`src/rtl/pump_hysteresis_controller_assert.svh`:
```
// assertion macros used by the controller file
`ifndef PUMP_HYSTERESIS_CONTROLLER_ASSERT_SVH
`define PUMP_HYSTERESIS_CONTROLLER_ASSERT_SVH

// same-cycle implication, checked out of reset
`define PHC_ASSERT_IMP(label, clk, rst_n, cond, prop) \
    label: assert property (@(posedge clk) disable iff (!rst_n) (cond) |-> (prop)) \
        else $error("phc: same-cycle check failed");

// next-cycle implication, checked out of reset
`define PHC_ASSERT_NEXT(label, clk, rst_n, cond, prop) \
    label: assert property (@(posedge clk) disable iff (!rst_n) (cond) |=> (prop)) \
        else $error("phc: next-cycle check failed");

`endif

```
`src/rtl/phc_pkg.sv`:
```
package phc_pkg;

    // item codes
    typedef enum logic [2:0] {
        OP_TICK      = 3'd0,
        OP_SAMPLE    = 3'd1,
        OP_PUMP_ON   = 3'd2,
        OP_PUMP_OFF  = 3'd3,
        OP_VALVE_ON  = 3'd4,
        OP_VALVE_OFF = 3'd5,
        OP_AUTO      = 3'd6,
        OP_MANUAL    = 3'd7
    } op_t;

    // register indexes on the configuration port
    localparam int CFG_INDEX_W = 3;
    localparam int CFG_DATA_W  = 17;
    localparam logic [CFG_INDEX_W-1:0] REG_ON_THRESHOLD = 3'd0;
    localparam logic [CFG_INDEX_W-1:0] REG_HYSTERESIS   = 3'd1;
    localparam logic [CFG_INDEX_W-1:0] REG_MIN_CYCLE    = 3'd2;
    localparam logic [CFG_INDEX_W-1:0] REG_MAX_RUN      = 3'd3;

    // register reset values
    localparam logic [6:0]  ON_THRESHOLD_RST = 7'd30;
    localparam logic [5:0]  HYSTERESIS_RST   = 6'd10;
    localparam logic [16:0] MIN_CYCLE_RST    = 17'd600;
    localparam logic [16:0] MAX_RUN_RST      = 17'd1800;

    typedef struct packed {
        op_t        op;
        logic [6:0] moisture;
        logic       moisture_valid;
        logic       tank_high;
    } in_item_t;

    typedef struct packed {
        logic pump_on;
        logic valve_on;
        logic auto_mode;
        logic safety_stop;
    } out_item_t;

    typedef struct packed {
        logic [6:0]  on_threshold;
        logic [5:0]  hysteresis;
        logic [16:0] min_cycle_seconds;
        logic [16:0] max_run_seconds;
    } cfg_t;

    // single-bit controller state
    typedef struct packed {
        logic pump_running;
        logic valve_open;
        logic in_auto;
        logic stopped_before;
    } flags_t;

endpackage

```
`src/rtl/phc_step.sv`:
```
module phc_step #(
    parameter int TIME_BITS = 17
) (
    input  phc_pkg::in_item_t  item,
    input  phc_pkg::cfg_t      cfg,
    input  phc_pkg::flags_t    flags,
    input  logic [TIME_BITS-1:0] run_time,
    input  logic [TIME_BITS-1:0] off_time,
    output phc_pkg::flags_t    flags_next,
    output logic [TIME_BITS-1:0] run_time_next,
    output logic [TIME_BITS-1:0] off_time_next,
    output phc_pkg::out_item_t result
);

    localparam int CMP_W = (TIME_BITS > 17) ? TIME_BITS : 17;
    localparam logic [TIME_BITS-1:0] TIME_MAX = {TIME_BITS{1'b1}};

    logic [7:0] stop_level;
    logic       rest_done;
    logic       safety;

    // stop level in one extra bit so it never wraps
    assign stop_level = {1'b0, cfg.on_threshold} + {2'b00, cfg.hysteresis};
    assign rest_done  = !flags.stopped_before ||
                        (CMP_W'(off_time) >= CMP_W'(cfg.min_cycle_seconds));

    // next state for one item
    always_comb
    begin
        flags_next    = flags;
        run_time_next = run_time;
        off_time_next = off_time;
        safety        = 1'b0;
        case (item.op)
            phc_pkg::OP_TICK:
            begin
                if (flags.pump_running)
                begin
                    if (run_time != TIME_MAX)
                        run_time_next = run_time + 1'b1;
                end
                else if (off_time != TIME_MAX)
                begin
                    off_time_next = off_time + 1'b1;
                end
            end
            phc_pkg::OP_SAMPLE:
            begin
                // auto hysteresis rules
                if (flags.in_auto && item.moisture_valid)
                begin
                    if (!flags.pump_running)
                    begin
                        if (item.moisture < cfg.on_threshold && !item.tank_high && rest_done)
                        begin
                            flags_next.valve_open   = 1'b1;
                            flags_next.pump_running = 1'b1;
                            run_time_next           = '0;
                        end
                    end
                    else if ({1'b0, item.moisture} >= stop_level || item.tank_high)
                    begin
                        flags_next.pump_running   = 1'b0;
                        flags_next.valve_open     = 1'b0;
                        flags_next.stopped_before = 1'b1;
                        off_time_next             = '0;
                    end
                end
                // safety run timer, in either mode
                if (flags_next.pump_running &&
                    CMP_W'(run_time_next) >= CMP_W'(cfg.max_run_seconds))
                begin
                    flags_next.pump_running   = 1'b0;
                    flags_next.valve_open     = 1'b0;
                    flags_next.stopped_before = 1'b1;
                    off_time_next             = '0;
                    safety                    = 1'b1;
                end
            end
            phc_pkg::OP_PUMP_ON:
            begin
                flags_next.in_auto = 1'b0;
                if (!flags.pump_running)
                begin
                    flags_next.pump_running = 1'b1;
                    run_time_next           = '0;
                end
            end
            phc_pkg::OP_PUMP_OFF:
            begin
                if (flags.pump_running)
                begin
                    flags_next.pump_running   = 1'b0;
                    flags_next.stopped_before = 1'b1;
                    off_time_next             = '0;
                end
            end
            phc_pkg::OP_VALVE_ON:
            begin
                flags_next.in_auto    = 1'b0;
                flags_next.valve_open = 1'b1;
            end
            phc_pkg::OP_VALVE_OFF:
            begin
                flags_next.valve_open = 1'b0;
            end
            phc_pkg::OP_AUTO:
            begin
                flags_next.in_auto = 1'b1;
            end
            default:
            begin
                flags_next.in_auto = 1'b0;
            end
        endcase
    end

    assign result.pump_on     = flags_next.pump_running;
    assign result.valve_on    = flags_next.valve_open;
    assign result.auto_mode   = flags_next.in_auto;
    assign result.safety_stop = safety;

endmodule

```
`src/rtl/pump_hysteresis_controller.sv`:
```
// Irrigation pump and valve controller with hysteresis and a safety run timer.
// Input channel: in_valid / in_stall / in_item carry one beat per tick, sensor
// sample or command; a beat is taken when in_valid is high and in_stall is low.
// Output channel: out_valid / out_stall / out_item return one result beat per
// input beat, in order, taken when out_valid is high and out_stall is low.
// Configuration: cfg_valid / cfg_ready / cfg_index / cfg_data write the four
// registers (threshold, hysteresis, minimum off time, maximum run time);
// cfg_ready is always high, indexes past the last register are ignored.
// Write configuration only while no beat is in flight.
// Pipeline: a taken beat lands in the input register, its result is computed
// by one pass of compare and counter logic and registered in the output
// register, which then drives out_valid high.
// Throughput: one beat per cycle while the receiver does not stall.
// Stall: when the receiver stalls with a full output register, the input
// register holds its beat and in_stall rises in the same cycle.
// Reset: pump and valve off, auto mode, counters cleared, registers at defaults.
`include "pump_hysteresis_controller_assert.svh"

module pump_hysteresis_controller #(
    parameter int TIME_BITS = 17
) (
    input  logic                              clk,
    input  logic                              rst_n,
    input  logic                              in_valid,
    output logic                              in_stall,
    input  phc_pkg::in_item_t                 in_item,
    output logic                              out_valid,
    input  logic                              out_stall,
    output phc_pkg::out_item_t                out_item,
    input  logic                              cfg_valid,
    output logic                              cfg_ready,
    input  logic [phc_pkg::CFG_INDEX_W-1:0]   cfg_index,
    input  logic [phc_pkg::CFG_DATA_W-1:0]    cfg_data
);

    phc_pkg::in_item_t    s1_item_reg;
    logic                 s1_valid_reg;
    logic                 out_valid_reg;
    phc_pkg::out_item_t   out_item_reg;
    phc_pkg::cfg_t        cfg_reg;
    phc_pkg::flags_t      flags_reg;
    phc_pkg::flags_t      flags_next;
    logic [TIME_BITS-1:0] run_time_reg;
    logic [TIME_BITS-1:0] run_time_next;
    logic [TIME_BITS-1:0] off_time_reg;
    logic [TIME_BITS-1:0] off_time_next;
    phc_pkg::out_item_t   step_result;
    logic                 out_free;
    logic                 s1_adv;
    logic                 s1_free;

    // pipeline flow control
    assign out_free  = !out_valid_reg || !out_stall;
    assign s1_adv    = s1_valid_reg && out_free;
    assign s1_free   = !s1_valid_reg || out_free;
    assign in_stall  = !s1_free;
    assign out_valid = out_valid_reg;
    assign out_item  = out_item_reg;
    assign cfg_ready = 1'b1;

    // configuration registers
    always_ff @(posedge clk or negedge rst_n)
    begin
        if (!rst_n)
        begin
            cfg_reg.on_threshold      <= phc_pkg::ON_THRESHOLD_RST;
            cfg_reg.hysteresis        <= phc_pkg::HYSTERESIS_RST;
            cfg_reg.min_cycle_seconds <= phc_pkg::MIN_CYCLE_RST;
            cfg_reg.max_run_seconds   <= phc_pkg::MAX_RUN_RST;
        end
        else if (cfg_valid && cfg_ready)
        begin
            case (cfg_index)
                phc_pkg::REG_ON_THRESHOLD: cfg_reg.on_threshold      <= cfg_data[6:0];
                phc_pkg::REG_HYSTERESIS:   cfg_reg.hysteresis        <= cfg_data[5:0];
                phc_pkg::REG_MIN_CYCLE:    cfg_reg.min_cycle_seconds <= cfg_data[16:0];
                phc_pkg::REG_MAX_RUN:      cfg_reg.max_run_seconds   <= cfg_data[16:0];
                default:                   cfg_reg                   <= cfg_reg;
            endcase
        end
    end

    // input register
    always_ff @(posedge clk or negedge rst_n)
    begin
        if (!rst_n)
            s1_valid_reg <= 1'b0;
        else if (s1_free)
            s1_valid_reg <= in_valid;
    end

    always_ff @(posedge clk)
    begin
        if (s1_free && in_valid)
            s1_item_reg <= in_item;
    end

    // per-item state update
    phc_step #(
        .TIME_BITS (TIME_BITS)
    ) u_step (
        .item          (s1_item_reg),
        .cfg           (cfg_reg),
        .flags         (flags_reg),
        .run_time      (run_time_reg),
        .off_time      (off_time_reg),
        .flags_next    (flags_next),
        .run_time_next (run_time_next),
        .off_time_next (off_time_next),
        .result        (step_result)
    );

    // controller state, advanced once per beat
    always_ff @(posedge clk or negedge rst_n)
    begin
        if (!rst_n)
        begin
            flags_reg.pump_running   <= 1'b0;
            flags_reg.valve_open     <= 1'b0;
            flags_reg.in_auto        <= 1'b1;
            flags_reg.stopped_before <= 1'b0;
            run_time_reg             <= '0;
            off_time_reg             <= '0;
        end
        else if (s1_adv)
        begin
            flags_reg    <= flags_next;
            run_time_reg <= run_time_next;
            off_time_reg <= off_time_next;
        end
    end

    // output register
    always_ff @(posedge clk or negedge rst_n)
    begin
        if (!rst_n)
            out_valid_reg <= 1'b0;
        else if (out_free)
            out_valid_reg <= s1_valid_reg;
    end

    always_ff @(posedge clk)
    begin
        if (s1_adv)
            out_item_reg <= step_result;
    end

    // checks on the block's own logic
    `PHC_ASSERT_IMP(a_safety_relays_off, clk, rst_n,
        out_valid_reg && out_item_reg.safety_stop,
        !out_item_reg.pump_on && !out_item_reg.valve_on)
    `PHC_ASSERT_IMP(a_safety_only_on_sample, clk, rst_n,
        s1_adv && step_result.safety_stop,
        s1_item_reg.op == phc_pkg::OP_SAMPLE)
    `PHC_ASSERT_NEXT(a_held_beat_stays, clk, rst_n,
        s1_valid_reg && !s1_adv,
        s1_valid_reg && $stable(s1_item_reg))
    `PHC_ASSERT_NEXT(a_manual_pump_on, clk, rst_n,
        s1_adv && s1_item_reg.op == phc_pkg::OP_PUMP_ON,
        flags_reg.pump_running && !flags_reg.in_auto)

endmodule

```
`config.mk`:
```
export PLATFORM = sky130hd
export DESIGN_NAME = pump_hysteresis_controller
export DESIGN_NICKNAME = d
export VERILOG_FILES = /design/src/rtl/phc_pkg.sv /design/src/rtl/phc_step.sv /design/src/rtl/pump_hysteresis_controller.sv
export VERILOG_INCLUDE_DIRS = /design/src /design/src/rtl
export SDC_FILE = /design/constraint.sdc
export NUM_CORES = 1
export LEC_CHECK = 0
export BUFFER_PORTS_ARGS = -buffer_cell sky130_fd_sc_hd__buf_2
export CAP_MARGIN = 20
export CORE_AREA = 4 4 127 129
export DETAILED_ROUTE_END_ITERATION = 7
export DIE_AREA = 0 0 131 133
export PLACE_DENSITY = 0.58
export SYNTH_ARGS = -nofsm -noshare
export SYNTH_HDL_FRONTEND = slang
export SYNTH_SLANG_ARGS = --single-unit
```
`constraint.sdc`:
```
create_clock -name clk -period 4.8 [get_ports clk]
set_clock_uncertainty 0.2 [all_clocks]
set_input_delay 0.24 -clock clk [delete_from_list [all_inputs] [get_ports clk]]
set_output_delay 0.24 -clock clk [all_outputs]
set_load 0.02 [all_outputs]
```
==> results.cfg, run 1 <==
[drt]
drtIter0Drc = 231
routed_wl_mm = 14.35
avgViaCountPerCell = 5.336
ant_nets = 0
dr.pass1.iters = 5
wl_per_cell_microns = 16.01
route.detailed.drc = 0
vias = 4781

[setup_path]
crit_fanout = 6
worst_setup_path_start_kind = flip-flop
critPathKind = reg2reg
crit_slowest_cell = or4_4
worstSetupEndpointType = flip-flop
worstPathArrival_ns = 4.80
worstPathRequired_ns = 4.89
worstSetupStartpoint = cfg_reg[44]$_DFFE_PN1P_
cpPeakStageDelay_ns = 0.58
cp_cell_sequence = inv_1 -> ha_4 -> a21o_1 -> a21oi_1 -> o21ai_1 -> or3_4 -> nor2_4 -> buf_6 -> nor2b_1 -> ha_1 -> and3_4 -> nand3_2 -> o32ai_2 -> o31ai_2 -> o31a_1 -> or4_4 -> or4_4 -> a21oi_2
crit_top_cell = or4_4
reg2reg_from = cfg_reg[44]$_DFFE_PN1P_

[clock_tree]
cts_buffers = 9
clkLatencyLatePin_ns = 0.36
clockBufferDepth = 2
clk_pin_slew_ns = 0.07
cts-htree-levels = 3
ctsRootBufferMaster = clkbuf_16
cts_tree = done
cts_sinks = 103

[timing]
finalCriticalPeriod_ns = 4.709
tightest_slew_ns = 1.017
maxSlewViolCount = 0
setup_viol = 0
timing.final.crit_share = 0.9810
fmax_ghz = 0.2124
relSlewSlack = 0.3200
hold_violations = 0

[job]
drv_cap = 0

[power]
power.switching_uw = 817.4
clkPwrFrac = 0.300
power.density_nw_per_um2 = 363.7
leakagePower_uw = 0.003264
sw_frac_of_total = 0.3135
max-vdd-ir-drop_uv = 186.3
combPwrFrac = 0.263
p_int_uw = 1790
pwr-share-seq = 0.437

[floorplan]
die_y_microns = 133
die_area_sq_um = 17420
die_w_microns = 131
initial_core_util = 0.3950
io_pins = 44
rows = 45
design.core.area_sq_um = 15030

[global_route]
grt_pass1_wl_mm = 23.83
grt_start_max_net_pins = 46
grt_usage = 0.1706
grt_pass1_vias = 4769
grt_antenna_before_repair = 0
grt-ovfl-total = 0

[min_path]
hold_path_class = in2reg
holdCritStartpoint = cfg_index[1]

[synth]
yosysUniqueCellTypes = 58
synth_seq_cells = 103
synthArstFlopShare = 0.8447
synth_edf_count = 16
synth_nets = 712
synth_area_per_cell_sq_um = 9.624
ys_seq_area_frac = 0.4507
synthFlopType = dfrtp_1
netlist_instances = 617
netlist_area_sq_um = 5938
synth_warnings = 0

[outcome]
outcome = finished, final reports clean

[placement]
port_buffers = 42
routabilityCongestion = 0.8619
dp_hpwl_mm = 10.45
place_area_sq_um = 6404
dp.cells = 841

[final_layout]
largest_reg_flops = 47
nets = 798
seq_area_sq_um = 2676
synthToLayoutAreaGrowth_pct = 20.73
instances_no_fill = 896
drive_gt1_frac = 0.1893
multi_input_area_sq_um = 3082
mostFrequentLayoutCells = dfrtp_1, nand2_1, inv_1, o21ai_0, ha_1
final.fill_count = 1397
antenna_cells = 0
final_common_cell = dfrtp_1
fin_area_sq_um = 7169
-- final cells by class --
class	count	area share
multi-input combinational	444	0.4298
sequential	103	0.3733
timing repair buffer	89	0.09058
clock buffer	11	0.03525
tap	188	0.03281
inverter	56	0.02932
clock inverter	5	0.008901
-- Yosys cell counts, types with 3 or more instances --
| library cell | number | area, sq um |
|---|---|---|
| dfrtp_1 | 72 | 1802 |
| nand2_1 | 67 | 251.5 |
| ha_1 | 57 | 713.2 |
| o21ai_0 | 57 | 285.3 |
| inv_1 | 56 | 210.2 |
| nor2_1 | 40 | 150.1 |
| a21oi_1 | 38 | 190.2 |
| mux2_2 | 26 | 292.8 |
| nand3_1 | 18 | 90.09 |
| edfxtp_1 | 16 | 480.5 |
| nor2b_1 | 16 | 100.1 |
| a31oi_1 | 15 | 93.84 |
| dfstp_2 | 15 | 394.1 |
| clkbuf_1 | 12 | 45.04 |
| and3_1 | 9 | 56.30 |
| nand2b_1 | 8 | 50.05 |
| nor3_1 | 8 | 40.04 |
| xnor2_1 | 7 | 61.31 |
| a211oi_1 | 6 | 45.04 |
| a21o_1 | 5 | 37.54 |
| nand4_1 | 5 | 31.28 |
| or3_1 | 5 | 31.28 |
| nor4_1 | 4 | 25.02 |
| o211ai_1 | 4 | 30.03 |
| o21a_1 | 4 | 30.03 |
| o31ai_1 | 4 | 30.03 |
| and2_1 | 3 | 18.77 |
-- path summary, 6_finish.rpt --
check | end | slack, ns | depth (start not counted)
worst max-delay path | off_time_reg[11]$_DFFE_PN0P_ | 0.09 | 18
worst min-delay path | cfg_reg[42]$_DFFE_PN1P_ | 0.10 | 4
worst max register to register | off_time_reg[11]$_DFFE_PN0P_ | 0.09 | 18
worst min register to register | flags_reg[1]$_DFFE_PN1P_ | 0.27 | 2
max in group asynchronous | cfg_reg[44]$_DFFE_PN1P_ | 3.20 | 3
min in group asynchronous | off_time_reg[1]$_DFFE_PN0P_ | 0.22 | 2
-- critical path: cells and delay by family, from the launching register on --
family	cells	cell delay, ns
flops	1	0.53
compound gates	7	1.23
buf+inv	2	0.21
fa+ha+maj	2	0.52
simple gates	7	1.94
-- routing by layer --
metal | track usage | vias to the layer above | share of wire
met5 | 0 | - | 0
met4 | 0.06571 | 0 | 0.024
met3 | 0.02543 | 25 | 0.028
met2 | 0.2695 | 89 | 0.49
met1 | 0.2349 | 2301 | 0.46
li1 | - | 2366 | -
-- metrics by stage --
step | total power, uW | TNS, ns | util | worst slack [ns] | hold WS (ns)
floorplan | 1596 | 0 | - | 0.01046 | -0.2556
global placement | 1771 | 0 | 0.4260 | 0.1476 | 0.08302
detailed placement | 1796 | 0 | 0.4260 | 0.003763 | 0.07953
CTS | 2606 | 0 | 0.4690 | 0.002575 | 0.07729
global route | 2789 | -0.1102 | 0.4769 | -0.05362 | 0.1510
finish | 2608 | 0 | 0.4769 | 0.09111 | 0.1003
-- kinds of logic (layout without fill, tap and decap cells) --
family,after synthesis,after routing,share of synthesized area
simple gates,198,198,0.1650
compound gates,152,152,0.1515
flops,103,103,0.4507
buf+inv,70,161,0.04614
fa+ha+maj,58,58,0.1235
mux,26,26,0.04930
xor+xnor,9,9,0.01328
other cells,1,1,0.0006315
-- power groups by stage --
stage	sequential [uW]	combinational, uW	clock, uW
final	1140	687	782
after floorplan	1120	475	0
after global routing	1160	794	835
after CTS	1140	667	799
after global placement	1150	619	0
after detailed placement	1150	642	0
-- what timing repair did --
item,CTS,global route
hold buffers,33,0
endpoints found under the setup margin,0,19
buffers inserted,0,3
endpoints found under the hold margin,92,0
gates resized for setup,0,18
Note: power is estimated with default switching activity, not from simulation.
==> run 2, diff against run 1 <==
--- a/config.mk
+++ b/config.mk
@@ -12,6 +12,7 @@
 export DETAILED_ROUTE_END_ITERATION = 7
 export DIE_AREA = 0 0 131 133
 export PLACE_DENSITY = 0.58
+export SETUP_SLACK_MARGIN = 0.3
 export SYNTH_ARGS = -nofsm -noshare
 export SYNTH_HDL_FRONTEND = slang
 export SYNTH_SLANG_ARGS = --single-unit
==> run 2 against run 1 <==
Effect of this change:
- global-route usage rose by 0.48 points
- final area increased by 4.9%
- cell count rose by 1.9%
- critical endpoint unchanged
==> results.cfg, run 2 (synthesized netlist as in run 1, its figures left out) <==
[power]
total_power_uw = 2648
power.density_nw_per_um2 = 352.0
max-vdd-ir-drop_uv = 170.7
leakagePower_uw = 0.003370

[clock_tree]
clkLatencyLatePin_ns = 0.36
ctsRootBufferMaster = clkbuf_16
cts_buffers = 9
cts_tree = done
cts-htree-levels = 3
cts_sinks = 103
clk_pin_slew_ns = 0.07
clockBufferDepth = 2

[drt]
vias = 4844
routed_wl_mm = 14.82
drtIter0Drc = 274
route.detailed.drc = 0
wl_per_cell_microns = 16.23
dr.pass1.iters = 4
avgViaCountPerCell = 5.306
ant_nets = 0

[timing]
tightest_slew_ns = 1.006
rsz0062_at_grt = yes
setup_viol = 0
finalSetupTns_ns = 0
timing.final.crit_share = 0.9395
maxSlewViolCount = 0
relSlewSlack = 0.3255
finalCriticalPeriod_ns = 4.510
hold_violations = 0
fmax_ghz = 0.2217

[setup_path]
worstPathRequired_ns = 4.88
critPathKind = reg2reg
worstPathArrival_ns = 4.59
crit_fanout = 6
timing.critical_path.buf_inv = 2
crit_top_cell = ha_1
worst_setup_path_start_kind = flip-flop
cpPeakStageDelay_ns = 0.54
cp_top_family = simple AND/OR/NAND/NOR gates
cp_cell_sequence = inv_1 -> ha_1 -> a21o_1 -> a21oi_2 -> o21ai_2 -> or3_4 -> nor2_4 -> buf_12 -> nor2b_1 -> ha_1 -> o211a_1 -> nand4_1 -> a211oi_4 -> o31ai_4 -> o31a_1 -> or4_4 -> or4_1 -> a21oi_1
worstSetupEndpointType = flip-flop
crit_slowest_cell = dfstp_2

[global_route]
grt_pass1_vias = 4882
top_usage_layer = met2
grt_use_met3 = 0.02463
grt_pass1_wl_mm = 24.49
met1_usage = 0.2409
grt-ovfl-total = 0
grt_antenna_before_repair = 0
grt_usage = 0.1754
grt_use_met2 = 0.2813
grt_start_max_net_pins = 47

[final_layout]
final_common_cell = dfrtp_1
final.fill_count = 1347
drive_gt1_frac = 0.2400
synthToLayoutAreaGrowth_pct = 26.65
mostFrequentLayoutCells = dfrtp_1, nand2_1, inv_1, o21ai_0, ha_1
antenna_cells = 0
seq_area_sq_um = 2676
nets = 815
multi_input_area_sq_um = 3289
largest_reg_flops = 47

[floorplan]
die_w_microns = 131
io_pins = 44
die_area_sq_um = 17420
die_y_microns = 133
initial_core_util = 0.3950
design.core.area_sq_um = 15030
rows = 45

[placement]
routabilityCongestion = 0.8686
port_buffers = 42
dp_hpwl_mm = 10.37

[job]
drv_cap = 0

[outcome]
outcome = finished, final reports clean

[min_path]
hold_path_class = in2reg
==> run 2: power by group <==
part	internal [uW]	switching, uW	leakage (uW)
clock	405	338	0.000144
sequential	1040	95.9	0.00123
combinational	351	420	0.00199
==> run 2: layer usage <==
layer	wire length [microns]	vias to the layer above
met5	0	-
met4	301	0
met3	316	21
met2	7175	59
met1	7028	2375
li1	-	2389
==> run 2: final timing paths <==
kind / end / start / cells after the start / slack [ns]
worst max register to register: off_time_reg[11]$_DFFE_PN0P_ / cfg_reg[43]$_DFFE_PN1P_ / 18 / 0.29
max in group asynchronous: run_time_reg[15]$_DFFE_PN0P_ / rst_n / 3 / 3.17
worst min-delay path: cfg_reg[40]$_DFFE_PN0P_ / cfg_data[0] / 2 / 0.02
min in group asynchronous: cfg_reg[19]$_DFFE_PN0P_ / rst_n / 2 / 0.25
worst max-delay path: off_time_reg[11]$_DFFE_PN0P_ / cfg_reg[43]$_DFFE_PN1P_ / 18 / 0.29
worst min register to register: flags_reg[1]$_DFFE_PN1P_ / flags_reg[1]$_DFFE_PN1P_ / 2 / 0.27
==> run 2: per-stage QoR <==
step	hold WS, ns	area, sq um	utilization	setup slack, ns	std cells
floorplan	-0.2556	6007	-	0.2410	617
global placement	0.08742	6452	0.4292	0.1415	841
detailed placement	0.09174	6452	0.4292	-0.01392	841
CTS	0.001782	7133	0.4745	0.2243	893
global route	0.01478	7521	0.5003	0.1383	913
finish	0.02199	7521	0.5003	0.2904	913
==> run 2: layout make-up <==
cell class,count,area share
Tap cell,188,0.03128
Multi-Input combinational cell,444,0.4374
Clock inverter,7,0.009150
Clock buffer,9,0.02995
Sequential cell,103,0.3558
Inverter,56,0.02795
Timing Repair Buffer,106,0.1085
==> run 2: timing repair <==
item,CTS,global route
setup endpoints to repair,18,18
hold buffers,32,0
buffers inserted,4,18
pin swaps,7,13
resized for setup,3,47
gates cloned,0,1
endpoints found under the hold margin,86,0
==> run 2: worst register-to-register path: cells and delay by family (launching register included) <==
family          cells  cell delay, ns
flops               1            0.54
buf+inv             2            0.20
fa+ha+maj           2            0.49
simple gates        6            1.65
compound gates      8            1.36
